### config.mk
export PLATFORM = sky130hd
export DESIGN_NAME = fuzzy_heater_power_control
export DESIGN_NICKNAME = d
export VERILOG_FILES = /design/src/rtl/core/fhpc_pkg.sv /design/src/rtl/core/fhpc_div.sv /design/src/rtl/core/fuzzy_heater_power_control.sv
export SDC_FILE = /design/constraint.sdc
export NUM_CORES = 2
export LEC_CHECK = 0
export ABC_AREA = 1
export ABC_CLOCK_PERIOD_IN_PS = 9100
export BUFFER_PORTS_ARGS = -buffer_cell sky130_fd_sc_hd__buf_4
export CAP_MARGIN = 20
export CORE_UTILIZATION = 65
export DETAILED_ROUTE_END_ITERATION = 8
export PLACE_DENSITY = 0.92
export SETUP_SLACK_MARGIN = 0.05
export SYNTH_ARGS = -nofsm -noshare
export SYNTH_HDL_FRONTEND = slang
export SYNTH_SLANG_ARGS = --single-unit
### constraint.sdc
create_clock -name aclk -period 9.1 [get_ports aclk]
set_input_delay 2.73 -clock aclk [delete_from_list [all_inputs] [get_ports aclk]]
set_output_delay 2.73 -clock aclk [all_outputs]
set_load 0.02 [all_outputs]
### src/rtl/core/fhpc_pkg.sv
// ----------------------------------------------------------------------------
// fhpc_pkg
// Shared constants and types for the heater drive controller.
// ----------------------------------------------------------------------------
package fhpc_pkg;

    localparam int TABLE_DEPTH  = 8;
    localparam int SETTLE_TICKS = 140;

    localparam logic ACT_INIT = 1'b0;
    localparam logic ACT_TICK = 1'b1;

    localparam logic [1:0] REG_TABLE    = 2'd0;
    localparam logic [1:0] REG_ENTRIES  = 2'd1;
    localparam logic [1:0] REG_SETPOINT = 2'd2;

    localparam logic [2:0] MODE_IDLE   = 3'd0;
    localparam logic [2:0] MODE_BOOST  = 3'd1;
    localparam logic [2:0] MODE_CUT    = 3'd2;
    localparam logic [2:0] MODE_SETTLE = 3'd4;

    // fuzzy set edges and outputs
    function automatic logic signed [7:0] set_edge(input logic [3:0] i);
        case (i)
            4'd0: set_edge = -8'sd80;
            4'd1: set_edge = -8'sd30;
            4'd2: set_edge = -8'sd15;
            4'd3: set_edge = -8'sd5;
            4'd4: set_edge = 8'sd0;
            4'd5: set_edge = 8'sd5;
            4'd6: set_edge = 8'sd15;
            4'd7: set_edge = 8'sd30;
            default: set_edge = 8'sd80;
        endcase
    endfunction

    function automatic logic signed [7:0] set_out(input logic [2:0] i);
        case (i)
            3'd0: set_out = -8'sd75;
            3'd1: set_out = -8'sd35;
            3'd2: set_out = -8'sd9;
            3'd3: set_out = 8'sd1;
            3'd4: set_out = 8'sd10;
            3'd5: set_out = 8'sd50;
            default: set_out = 8'sd100;
        endcase
    endfunction

    typedef struct packed {
        logic              start;
        logic              sign;
        logic [15:0]       num;
        logic [15:0]       den;
    } div_req_t;

endpackage

### src/rtl/core/fhpc_div.sv
// ----------------------------------------------------------------------------
// fhpc_div
// Shared restoring divider, one quotient bit per cycle, truncates toward zero.
// ----------------------------------------------------------------------------
module fhpc_div (
    input  logic               aclk,
    input  logic               aresetn,
    input  fhpc_pkg::div_req_t req,
    output logic               busy,
    output logic signed [16:0] quot
);
    logic [15:0] q_reg;
    logic [16:0] r_reg;
    logic [15:0] d_reg;
    logic [4:0]  cnt_reg;
    logic        neg_reg;
    logic [16:0] r_sh;
    logic [16:0] r_sub;

    assign r_sh  = {r_reg[15:0], q_reg[15]};
    assign r_sub = r_sh - {1'b0, d_reg};
    assign busy  = (cnt_reg != 5'd0);
    assign quot  = neg_reg ? -$signed({1'b0, q_reg}) : $signed({1'b0, q_reg});

    always_ff @(posedge aclk) begin
        if (!aresetn) begin
            cnt_reg <= 5'd0;
        end else if (req.start) begin
            q_reg   <= req.num;
            r_reg   <= 17'd0;
            d_reg   <= req.den;
            neg_reg <= req.sign;
            cnt_reg <= 5'd16;
        end else if (busy) begin
            if (!r_sub[16]) begin
                r_reg <= r_sub;
                q_reg <= {q_reg[14:0], 1'b1};
            end else begin
                r_reg <= r_sh;
                q_reg <= {q_reg[14:0], 1'b0};
            end
            cnt_reg <= cnt_reg - 5'd1;
        end
    end

    assert property (@(posedge aclk) disable iff (!aresetn)
        req.start |=> cnt_reg == 5'd16) else $error("div start");
    assert property (@(posedge aclk) disable iff (!aresetn)
        busy && !req.start |=> cnt_reg == $past(cnt_reg) - 5'd1) else $error("div count");
    assert property (@(posedge aclk) disable iff (!aresetn)
        busy |-> !r_reg[16]) else $error("div remainder");
endmodule

### src/rtl/core/fuzzy_heater_power_control.sv
// ----------------------------------------------------------------------------
// fuzzy_heater_power_control
// Heater drive controller: ceiling table, fuzzy accumulator, mode machine.
// ----------------------------------------------------------------------------
// An init word goes from accept straight to S_OUT; a tick word passes S_PRE,
// S_MODE, S_DUTY, S_DWAIT and S_POST. Every fifth tick adds the fuzzy pass after
// S_PRE: one divide per matched set (at most three) and a mean divide if the memberships sum to non-zero.
// One word at a time: s_tready is low from accept until the result is taken.
// Duty / 100 is a reciprocal multiply.
// aresetn (sync, low) restores table, entries, setpoint and controller state.
module fuzzy_heater_power_control (
    input  logic        aclk,
    input  logic        aresetn,
    input  logic        s_tvalid,
    output logic        s_tready,
    // [12:0] temp_error, [20:13] water_flow, [33:21] outlet_temp,
    // [45:34] outlet_reading, [53:46] pump_level
    input  logic [55:0] s_tdata,
    input  logic        s_tuser,    // action
    output logic        m_tvalid,
    input  logic        m_tready,
    output logic [7:0]  m_tdata,    // power
    output logic        m_tuser,    // pump_step_down
    input  logic        cfg_we,
    input  logic [1:0]  cfg_index,
    input  logic [63:0] cfg_data
);
    typedef enum logic [3:0] {
        S_IDLE, S_PRE, S_FZ_SET, S_FZ_DIV, S_FZ_ACC, S_FZ_MEAN, S_FZ_MWAIT,
        S_MODE, S_DUTY, S_DWAIT, S_POST, S_OUT
    } state_t;

    state_t             state_reg;
    logic [63:0]        table_reg;
    logic [3:0]         entries_reg;
    logic [11:0]        setpoint_reg;
    logic [2:0]         period_reg;
    logic [7:0]         sat_reg;
    logic [7:0]         settle_reg;
    logic [2:0]         mode_reg;
    logic [7:0]         step_reg;
    logic signed [15:0] last_reg;
    logic signed [17:0] accum_reg;
    logic signed [14:0] err_reg;
    logic signed [9:0]  ceil_reg;
    logic [7:0]         flow_reg;
    logic signed [12:0] temp_reg;
    logic [7:0]         pump_reg;
    logic [2:0]         set_reg;
    logic [9:0]         total_reg;
    logic signed [17:0] wsum_reg;
    logic [6:0]         memb_reg;
    logic [1:0]         sel_reg;
    logic [7:0]         power_reg;
    logic               down_reg;
    logic signed [17:0] val_reg;

    fhpc_pkg::div_req_t div_req;
    logic               div_busy;
    logic signed [16:0] div_q;

    fhpc_div u_div (
        .aclk(aclk), .aresetn(aresetn), .req(div_req), .busy(div_busy), .quot(div_q)
    );

    logic signed [14:0] e_in;
    logic [3:0]         ent_eff;
    logic signed [9:0]  ceil_base;
    logic signed [19:0] slope_sum;
    logic signed [14:0] lo_e, mid_e, hi_e;
    logic signed [15:0] abs_e;
    logic [15:0]        duty_mag;
    logic [28:0]        duty_prod;
    logic signed [17:0] duty_q;

    always_comb begin
        e_in = {{2{s_tdata[12]}}, s_tdata[12:0]}
             + ((settle_reg != 8'(fhpc_pkg::SETTLE_TICKS)) ? 15'sd30 : 15'sd0);
        ent_eff = (entries_reg > 4'(fhpc_pkg::TABLE_DEPTH))
                ? 4'(fhpc_pkg::TABLE_DEPTH) : entries_reg;
        ceil_base = 10'sd255;
        if ({4'd0, flow_reg} < {8'd0, ent_eff}
            && (flow_reg == 8'd0 || temp_reg > 13'sd600))
            ceil_base = {2'b00, table_reg[{flow_reg[2:0], 3'b000} +: 8]};
        slope_sum = 20'(ceil_base) + 20'sd5 * (20'(err_reg) - 20'(last_reg));
        lo_e  = 15'(fhpc_pkg::set_edge({1'b0, set_reg}));
        mid_e = 15'(fhpc_pkg::set_edge({1'b0, set_reg} + 4'd1));
        hi_e  = 15'(fhpc_pkg::set_edge({1'b0, set_reg} + 4'd2));
        abs_e = err_reg[14] ? -16'(err_reg) : 16'(err_reg);
        // |accum| < 2^15, so * 5243 >> 19 is exact for / 100
        duty_mag  = accum_reg[17] ? 16'(-accum_reg) : 16'(accum_reg);
        duty_prod = 29'(duty_mag) * 29'd5243;
        duty_q    = accum_reg[17] ? -18'(duty_prod[28:19]) : 18'(duty_prod[28:19]);
    end

    assign s_tready = (state_reg == S_IDLE);
    assign m_tvalid = (state_reg == S_OUT);
    assign m_tdata  = power_reg;
    assign m_tuser  = down_reg;

    always_ff @(posedge aclk) begin
        if (!aresetn) begin
            state_reg    <= S_IDLE;
            table_reg    <= '1;
            entries_reg  <= 4'd0;
            setpoint_reg <= 12'd0;
            period_reg   <= 3'd0;
            sat_reg      <= 8'd0;
            settle_reg   <= 8'd0;
            mode_reg     <= fhpc_pkg::MODE_IDLE;
            step_reg     <= 8'd128;
            last_reg     <= 16'sd0;
            accum_reg    <= 18'sd0;
            div_req      <= '0;
        end else begin
            if (cfg_we) begin
                case (cfg_index)
                    fhpc_pkg::REG_TABLE:    table_reg    <= cfg_data;
                    fhpc_pkg::REG_ENTRIES:  entries_reg  <= cfg_data[3:0];
                    fhpc_pkg::REG_SETPOINT: setpoint_reg <= cfg_data[11:0];
                    default: ;
                endcase
            end
            case (state_reg)
                S_IDLE: begin
                    if (s_tvalid) begin
                        flow_reg <= s_tdata[20:13];
                        temp_reg <= s_tdata[33:21];
                        pump_reg <= s_tdata[53:46];
                        err_reg  <= e_in;
                        down_reg <= 1'b0;
                        if (s_tuser == fhpc_pkg::ACT_INIT) begin
                            period_reg <= 3'd0;
                            sat_reg    <= 8'd0;
                            settle_reg <= 8'd0;
                            mode_reg   <= fhpc_pkg::MODE_IDLE;
                            last_reg   <= 16'sd0;
                            power_reg  <= 8'd0;
                            if (s_tdata[45:34] > setpoint_reg) begin
                                step_reg  <= 8'd16;
                                accum_reg <= 18'sd12800;
                            end else begin
                                step_reg  <= 8'd128;
                                accum_reg <= 18'sd0;
                            end
                            state_reg <= S_OUT;
                        end else begin
                            state_reg <= S_PRE;
                        end
                    end
                end
                S_PRE: begin
                    ceil_reg <= (slope_sum < 20'sd0) ? 10'sd0
                              : (slope_sum > 20'sd255) ? 10'sd255 : 10'(slope_sum);
                    last_reg <= 16'(err_reg);
                    set_reg   <= 3'd0;
                    total_reg <= 10'd0;
                    wsum_reg  <= 18'sd0;
                    if (period_reg == 3'd4) begin
                        period_reg <= 3'd0;
                        state_reg  <= S_FZ_SET;
                    end else begin
                        period_reg <= period_reg + 3'd1;
                        state_reg  <= S_MODE;
                    end
                end
                S_FZ_SET: begin
                    if (err_reg < lo_e || err_reg > hi_e) begin
                        if (set_reg == 3'd6) state_reg <= S_FZ_MEAN;
                        set_reg <= set_reg + 3'd1;
                    end else begin
                        div_req.start <= 1'b1;
                        div_req.sign  <= 1'b0;
                        if (err_reg <= mid_e) begin
                            div_req.num <= 16'd100 * 16'(err_reg - lo_e);
                            div_req.den <= 16'(mid_e - lo_e);
                        end else begin
                            div_req.num <= 16'd100 * 16'(hi_e - err_reg);
                            div_req.den <= 16'(hi_e - mid_e);
                        end
                        state_reg <= S_FZ_DIV;
                    end
                end
                S_FZ_DIV: begin
                    div_req.start <= 1'b0;
                    if (!div_busy && !div_req.start) begin
                        memb_reg  <= div_q[6:0];
                        state_reg <= S_FZ_ACC;
                    end
                end
                S_FZ_ACC: begin
                    total_reg <= total_reg + 10'(memb_reg);
                    wsum_reg  <= wsum_reg + 18'($signed({1'b0, memb_reg}))
                               * 18'(fhpc_pkg::set_out(set_reg));
                    set_reg   <= set_reg + 3'd1;
                    state_reg <= (set_reg == 3'd6) ? S_FZ_MEAN : S_FZ_SET;
                end
                S_FZ_MEAN: begin
                    if (total_reg == 10'd0) begin
                        val_reg   <= 18'(err_reg);
                        sel_reg   <= 2'd0;
                        state_reg <= S_FZ_MWAIT;
                    end else begin
                        div_req.start <= 1'b1;
                        div_req.sign  <= wsum_reg[17];
                        div_req.num   <= wsum_reg[17] ? 16'(-wsum_reg) : 16'(wsum_reg);
                        div_req.den   <= {6'd0, total_reg};
                        val_reg       <= 18'sd0;
                        sel_reg       <= 2'd1;
                        state_reg     <= S_FZ_MWAIT;
                    end
                end
                S_FZ_MWAIT: begin
                    div_req.start <= 1'b0;
                    if (!div_busy && !div_req.start) begin
                        logic signed [18:0] na;
                        na = 19'(accum_reg) + ((sel_reg == 2'd1) ? 19'(div_q) : 19'(val_reg));
                        accum_reg <= (na < 19'sd0) ? 18'sd0
                                   : (na > 19'sd25500) ? 18'sd25500 : 18'(na);
                        sel_reg   <= 2'd0;
                        state_reg <= S_MODE;
                    end
                end
                S_MODE: begin
                    if (abs_e > 16'sd50) begin
                        if (err_reg > 15'sd50) begin
                            if (mode_reg != fhpc_pkg::MODE_BOOST) begin
                                mode_reg <= fhpc_pkg::MODE_BOOST;
                                if (accum_reg < 18'sd19200)
                                    accum_reg <= accum_reg + 18'd100 * 18'(step_reg);
                            end
                        end else if (mode_reg != fhpc_pkg::MODE_CUT) begin
                            mode_reg <= fhpc_pkg::MODE_CUT;
                            if (accum_reg > 18'sd9600)
                                accum_reg <= accum_reg - 18'd100 * 18'(step_reg);
                        end
                    end else begin
                        if (mode_reg == fhpc_pkg::MODE_BOOST
                            || mode_reg == fhpc_pkg::MODE_CUT) begin
                            mode_reg <= fhpc_pkg::MODE_SETTLE;
                            step_reg <= step_reg >> 1;
                        end
                        if (settle_reg != 8'(fhpc_pkg::SETTLE_TICKS))
                            settle_reg <= settle_reg + 8'd1;
                    end
                    state_reg <= S_DUTY;
                end
                S_DUTY: begin
                    val_reg   <= duty_q;
                    state_reg <= S_DWAIT;
                end
                S_DWAIT: begin
                    logic signed [17:0] v;
                    v = val_reg;
                    if (abs_e > 16'sd50) begin
                        if (err_reg > 15'sd50)
                            v = (err_reg > 15'sd150 || accum_reg > 18'sd20700)
                              ? 18'sd255 : v + 18'sd48;
                        else
                            v = (err_reg < -15'sd150 || accum_reg < 18'sd4800)
                              ? 18'sd0 : v - 18'sd48;
                    end
                    val_reg <= (v < 18'sd0) ? 18'sd0 : (v > 18'sd255) ? 18'sd255 : v;
                    state_reg <= S_POST;
                end
                S_POST: begin
                    if (val_reg == 18'sd255) begin
                        sat_reg <= sat_reg + 8'd1;
                        if (sat_reg == 8'd255 && pump_reg > 8'd2) begin
                            down_reg  <= 1'b1;
                            accum_reg <= 18'sd19200;
                            step_reg  <= 8'd32;
                        end
                    end else if (sat_reg != 8'd0) begin
                        sat_reg <= sat_reg - 8'd1;
                    end
                    power_reg <= (val_reg < 18'(ceil_reg)) ? val_reg[7:0] : ceil_reg[7:0];
                    state_reg <= S_OUT;
                end
                S_OUT: begin
                    if (m_tready) state_reg <= S_IDLE;
                end
                default: state_reg <= S_IDLE;
            endcase
        end
    end

    assert property (@(posedge aclk) disable iff (!aresetn)
        s_tready |-> !m_tvalid) else $error("ready while result pending");
    assert property (@(posedge aclk) disable iff (!aresetn)
        m_tvalid && !m_tready |=> m_tvalid && $stable(m_tdata)) else $error("result hold");
    assert property (@(posedge aclk) disable iff (!aresetn)
        state_reg == S_IDLE |-> period_reg <= 3'd4) else $error("period range");
    assert property (@(posedge aclk) disable iff (!aresetn)
        m_tvalid && m_tuser |-> sat_reg == 8'd0 && step_reg == 8'd32)
        else $error("step down");
endmodule

==> impl_metrics.csv <==
group,metric,value,unit
synthesis,basic_gate_share_of_the_synthesized_area_counting_and_or_nand_and_nor_cells,0.223,
placement,dp_hpwl,73600,um
sta,grt_setup_unrepaired,"false",
worst_hold_path,worst_hold_path_class,"reg2reg",
sta,finalSetupViolCount,0,
sta,totalNegativeSetupSlack,0,ns
floorplanning,fp.dieW,237,um
global_routing,grt_util_all_layers,0.334,
synthesis,post-synth-top-area-cell,"sky130_fd_sc_hd__ha_1",
sta,timing_hold_violations_final,0,
placement,number_of_buffers_added_on_ports,136,
route,final_antenna_net_count,0,
clock_tree,clock_tree.root_cell,"sky130_fd_sc_hd__clkbuf_16",
synthesis,synth-adder-area-share,0.255,
sta,skew,0.0260,ns
final_layout,nNetsFinal,5698,
clock_tree,cts_resized,0,
sta,timing_max_transition_violations_final,0,
route,wl_per_cell,16.7,um
clock_tree,clk_transition_reported_paths,0.06,ns
global_routing,wire_length_of_the_first_global_routing_pass,153000,um
clock_tree,postCtsHoldBufs,0,
sta,period_minus_slack,8.00,ns
synthesis,netlist.area_leader.share,0.170,
setup_path,crit_path_top_delay_cell,"sky130_fd_sc_hd__fa_1",
final_layout,diodes,0,
global_routing,grt_overflow,0,
floorplanning,initial_util,0.660,
clock_tree,clock_insertion_delay_worst_skew,0.57,ns
setup_path,crit_path_frequent_cell,"sky130_fd_sc_hd__inv_1",
route,remaining_drc_errors,0,
flow_run,cap_violations,0,
synthesis,synthDistinctLibCells,68,
global_routing,first_global_vias,31900,
sta,achievable-frequency,125,MHz
synthesis,synthTopCellsByArea,"sky130_fd_sc_hd__ha_1 (17%), sky130_fd_sc_hd__edfxtp_1 (14%), sky130_fd_sc_hd__dfxtp_1 (10%)",
clock_tree,h-tree-depth,2,
status,outcome,"finished clean",
placement,place.gp.congestion,1.01,
synthesis,synth-seq-area-share,0.242,
global_routing,grt_start_max_net_pins,101,
synthesis,synth-seq-cells,350,
global_routing,met3_usage,0.0492,
synthesis,synth-main-ff-cell,"sky130_fd_sc_hd__dfxtp_1",
clock_tree,cts.repair_timing.setup_buffer_count,0,
route,initialDrtViolationCount,3364,
synthesis,ys_top_cells_by_count,"sky130_fd_sc_hd__nand2_1 (951), sky130_fd_sc_hd__inv_1 (834), sky130_fd_sc_hd__ha_1 (486)",
setup_path,critical-path-max-stage-delay,0.60,ns
floorplanning,fp.dieH,237,um
worst_hold_path,hold_path.startpoint,"div_req[5]$_SDFFE_PN0P_",
synthesis,main_combinational_cell_family_by_area_after_synthesis,"adder cells",
final_layout,largest_register_ffs,64,
setup_path,setup.worst_path.class,"reg2reg",
synthesis,avgSynthCellArea,7.39,um^2
sta,finalCritPeriodShare,0.879,
sta,slew_headroom,0.239,
sta,worst_slew_pin_slew,1.13,ns
clock_tree,tritoncts,"built",
route,post_drt_via_cell_ratio,5.88,
floorplanning,placement_rows,85,
global_routing,grt_util_met1,0.423,
floorplanning,boundaryPins,139,
setup_path,r2r-start,"accum_reg[0]$_SDFFE_PN0P_",
setup_path,critPathLaunch,"accum_reg[0]$_SDFFE_PN0P_",
synthesis,synth_xor_area_frac,0.0494,
synthesis,synthesis.area,35800,um^2
floorplanning,design.die.area,55900,um^2
setup_path,arrival_time_worst_endpoint,8.29,ns
synthesis,number_of_enable_flip_flop_cells_after_synthesis,163,
final_layout,nFillCells,4006,
setup_path,cp_data_required_time,9.39,ns
synthesis,syn-instance-count,4841,
clock_tree,cts_inserted_buffers,41,
synthesis,yosysWarnings,0,
global_routing,gr-usage-met2,0.566,
route,via_count,33300,
setup_path,timing.critical_path.to_type,"register",
clock_tree,clock_tree.buffer_depth,3,
synthesis,synth_compound_gate_area_share,0.128,
global_routing,grt_antenna_before_repair,0,
setup_path,critical_path.startpoint_type,"register",
setup_path,critPathMaxFanout,7,
clock_tree,clock-sinks,350,
final_layout,final_layout_size_suffix_gt1_frac,0.0580,
synthesis,post-synth-top-count-cell,"sky130_fd_sc_hd__nand2_1",
route,detail_route.wirelength,94300,um
final_layout,synthToLayoutAreaGrowth,8.02,%
global_routing,global_route.peak_usage_layer,"met2",
route,drt-pass1-iter-count,6,
synthesis,yosys-mux-area-fraction,0,
synthesis,synthArstFlopShare,0,
floorplanning,floorplan.core_area,54100,um^2
[path summary, 6_finish.rpt]
path	end	slack, ns	cells after the start
min reg2reg	u_div.d_reg[5]$_DFFE_PP_	0.43	0
max reg2reg	val_reg[11]$_DFFE_PP_	1.10	34
min	u_div.d_reg[5]$_DFFE_PP_	0.43	0
max	val_reg[11]$_DFFE_PP_	1.10	34
[cell type report]
type / count / area, um^2 / area share
well taps: 696 / 871 / 0.0225
clock inverters: 19 / 128 / 0.00330
multi-input cells: 3532 / 23500 / 0.608
clock buffers: 56 / 1140 / 0.0296
inverters: 853 / 3210 / 0.0830
repair buffers: 154 / 1160 / 0.0299
flip-flops and latches: 350 / 8640 / 0.224
[placed cells by master, fill, tap and decap left out, types with 7 or more instances in the layout]
master	count
sky130_fd_sc_hd__nor2_1	407
sky130_fd_sc_hd__o21ai_0	271
sky130_fd_sc_hd__clkbuf_1	10
sky130_fd_sc_hd__o32ai_1	13
sky130_fd_sc_hd__or2_2	13
sky130_fd_sc_hd__edfxtp_1	163
sky130_fd_sc_hd__o21ai_1	12
sky130_fd_sc_hd__o21a_1	10
sky130_fd_sc_hd__dfxtp_1	187
sky130_fd_sc_hd__nand2_1	951
sky130_fd_sc_hd__a21oi_1	347
sky130_fd_sc_hd__o211ai_1	25
sky130_fd_sc_hd__o21bai_1	16
sky130_fd_sc_hd__xnor2_1	55
sky130_fd_sc_hd__fa_1	152
sky130_fd_sc_hd__nor3_1	77
sky130_fd_sc_hd__nor2_2	8
sky130_fd_sc_hd__a31oi_1	18
sky130_fd_sc_hd__nand4_1	47
sky130_fd_sc_hd__nand3_1	305
sky130_fd_sc_hd__a211oi_1	27
sky130_fd_sc_hd__nor4_1	15
sky130_fd_sc_hd__inv_2	13
sky130_fd_sc_hd__buf_4	154
sky130_fd_sc_hd__ha_1	486
sky130_fd_sc_hd__nand3b_1	24
sky130_fd_sc_hd__clkbuf_16	42
sky130_fd_sc_hd__o31ai_1	13
sky130_fd_sc_hd__xor2_1	144
sky130_fd_sc_hd__clkinv_2	8
sky130_fd_sc_hd__nand2_2	7
sky130_fd_sc_hd__inv_1	834
sky130_fd_sc_hd__a21o_1	21
[layer usage]
layer	wire length, um	part of all wire
met5	0	0
met4	4110	0.044
met3	8210	0.087
met2	44500	0.47
met1	37500	0.40
[cells by family after synthesis]
logic type | count (synthesis)
AO/OA/AOI/OAI | 816
XOR/XNOR | 200
other | 1
AND/OR/NAND/NOR | 1876
buffers and inverters | 960
flip-flops | 350
adder cells (fa/ha/maj) | 638
[per-stage QoR]
| stage | area [um^2] | worst slack [ns] | instances | hold WS [ns] | util |
|---|---|---|---|---|---|
| final | 38600 | 1.10 | 5660 | 0.433 | 0.713 |
| after global routing | 38600 | 0.601 | 5660 | 0.446 | 0.713 |
| after CTS | 38600 | 1.29 | 5660 | 0.436 | 0.713 |
| after detailed placement | 37400 | 1.30 | 5585 | 0.419 | 0.690 |
| after global placement | 37400 | 1.66 | 5585 | 0.413 | 0.690 |
| after floorplan | 35800 | 2.29 | 4842 | 0.403 | - |
[critical path, delay by kind of cell, from the launching register on]
family / cells / cell delay [ns]
buffers and inverters: 10 / 1.02
xor gates and xnor gates: 1 / 0.52
DFF: 1 / 0.44
and+or+nand+nor: 10 / 1.52
AOI/OAI and AO/OA: 7 / 1.42
adders and majority gates: 6 / 2.79
Power is left out: the tool's default activity adds up to more than one toggle a clock period on the data nets, which glitch-free logic cannot reach.
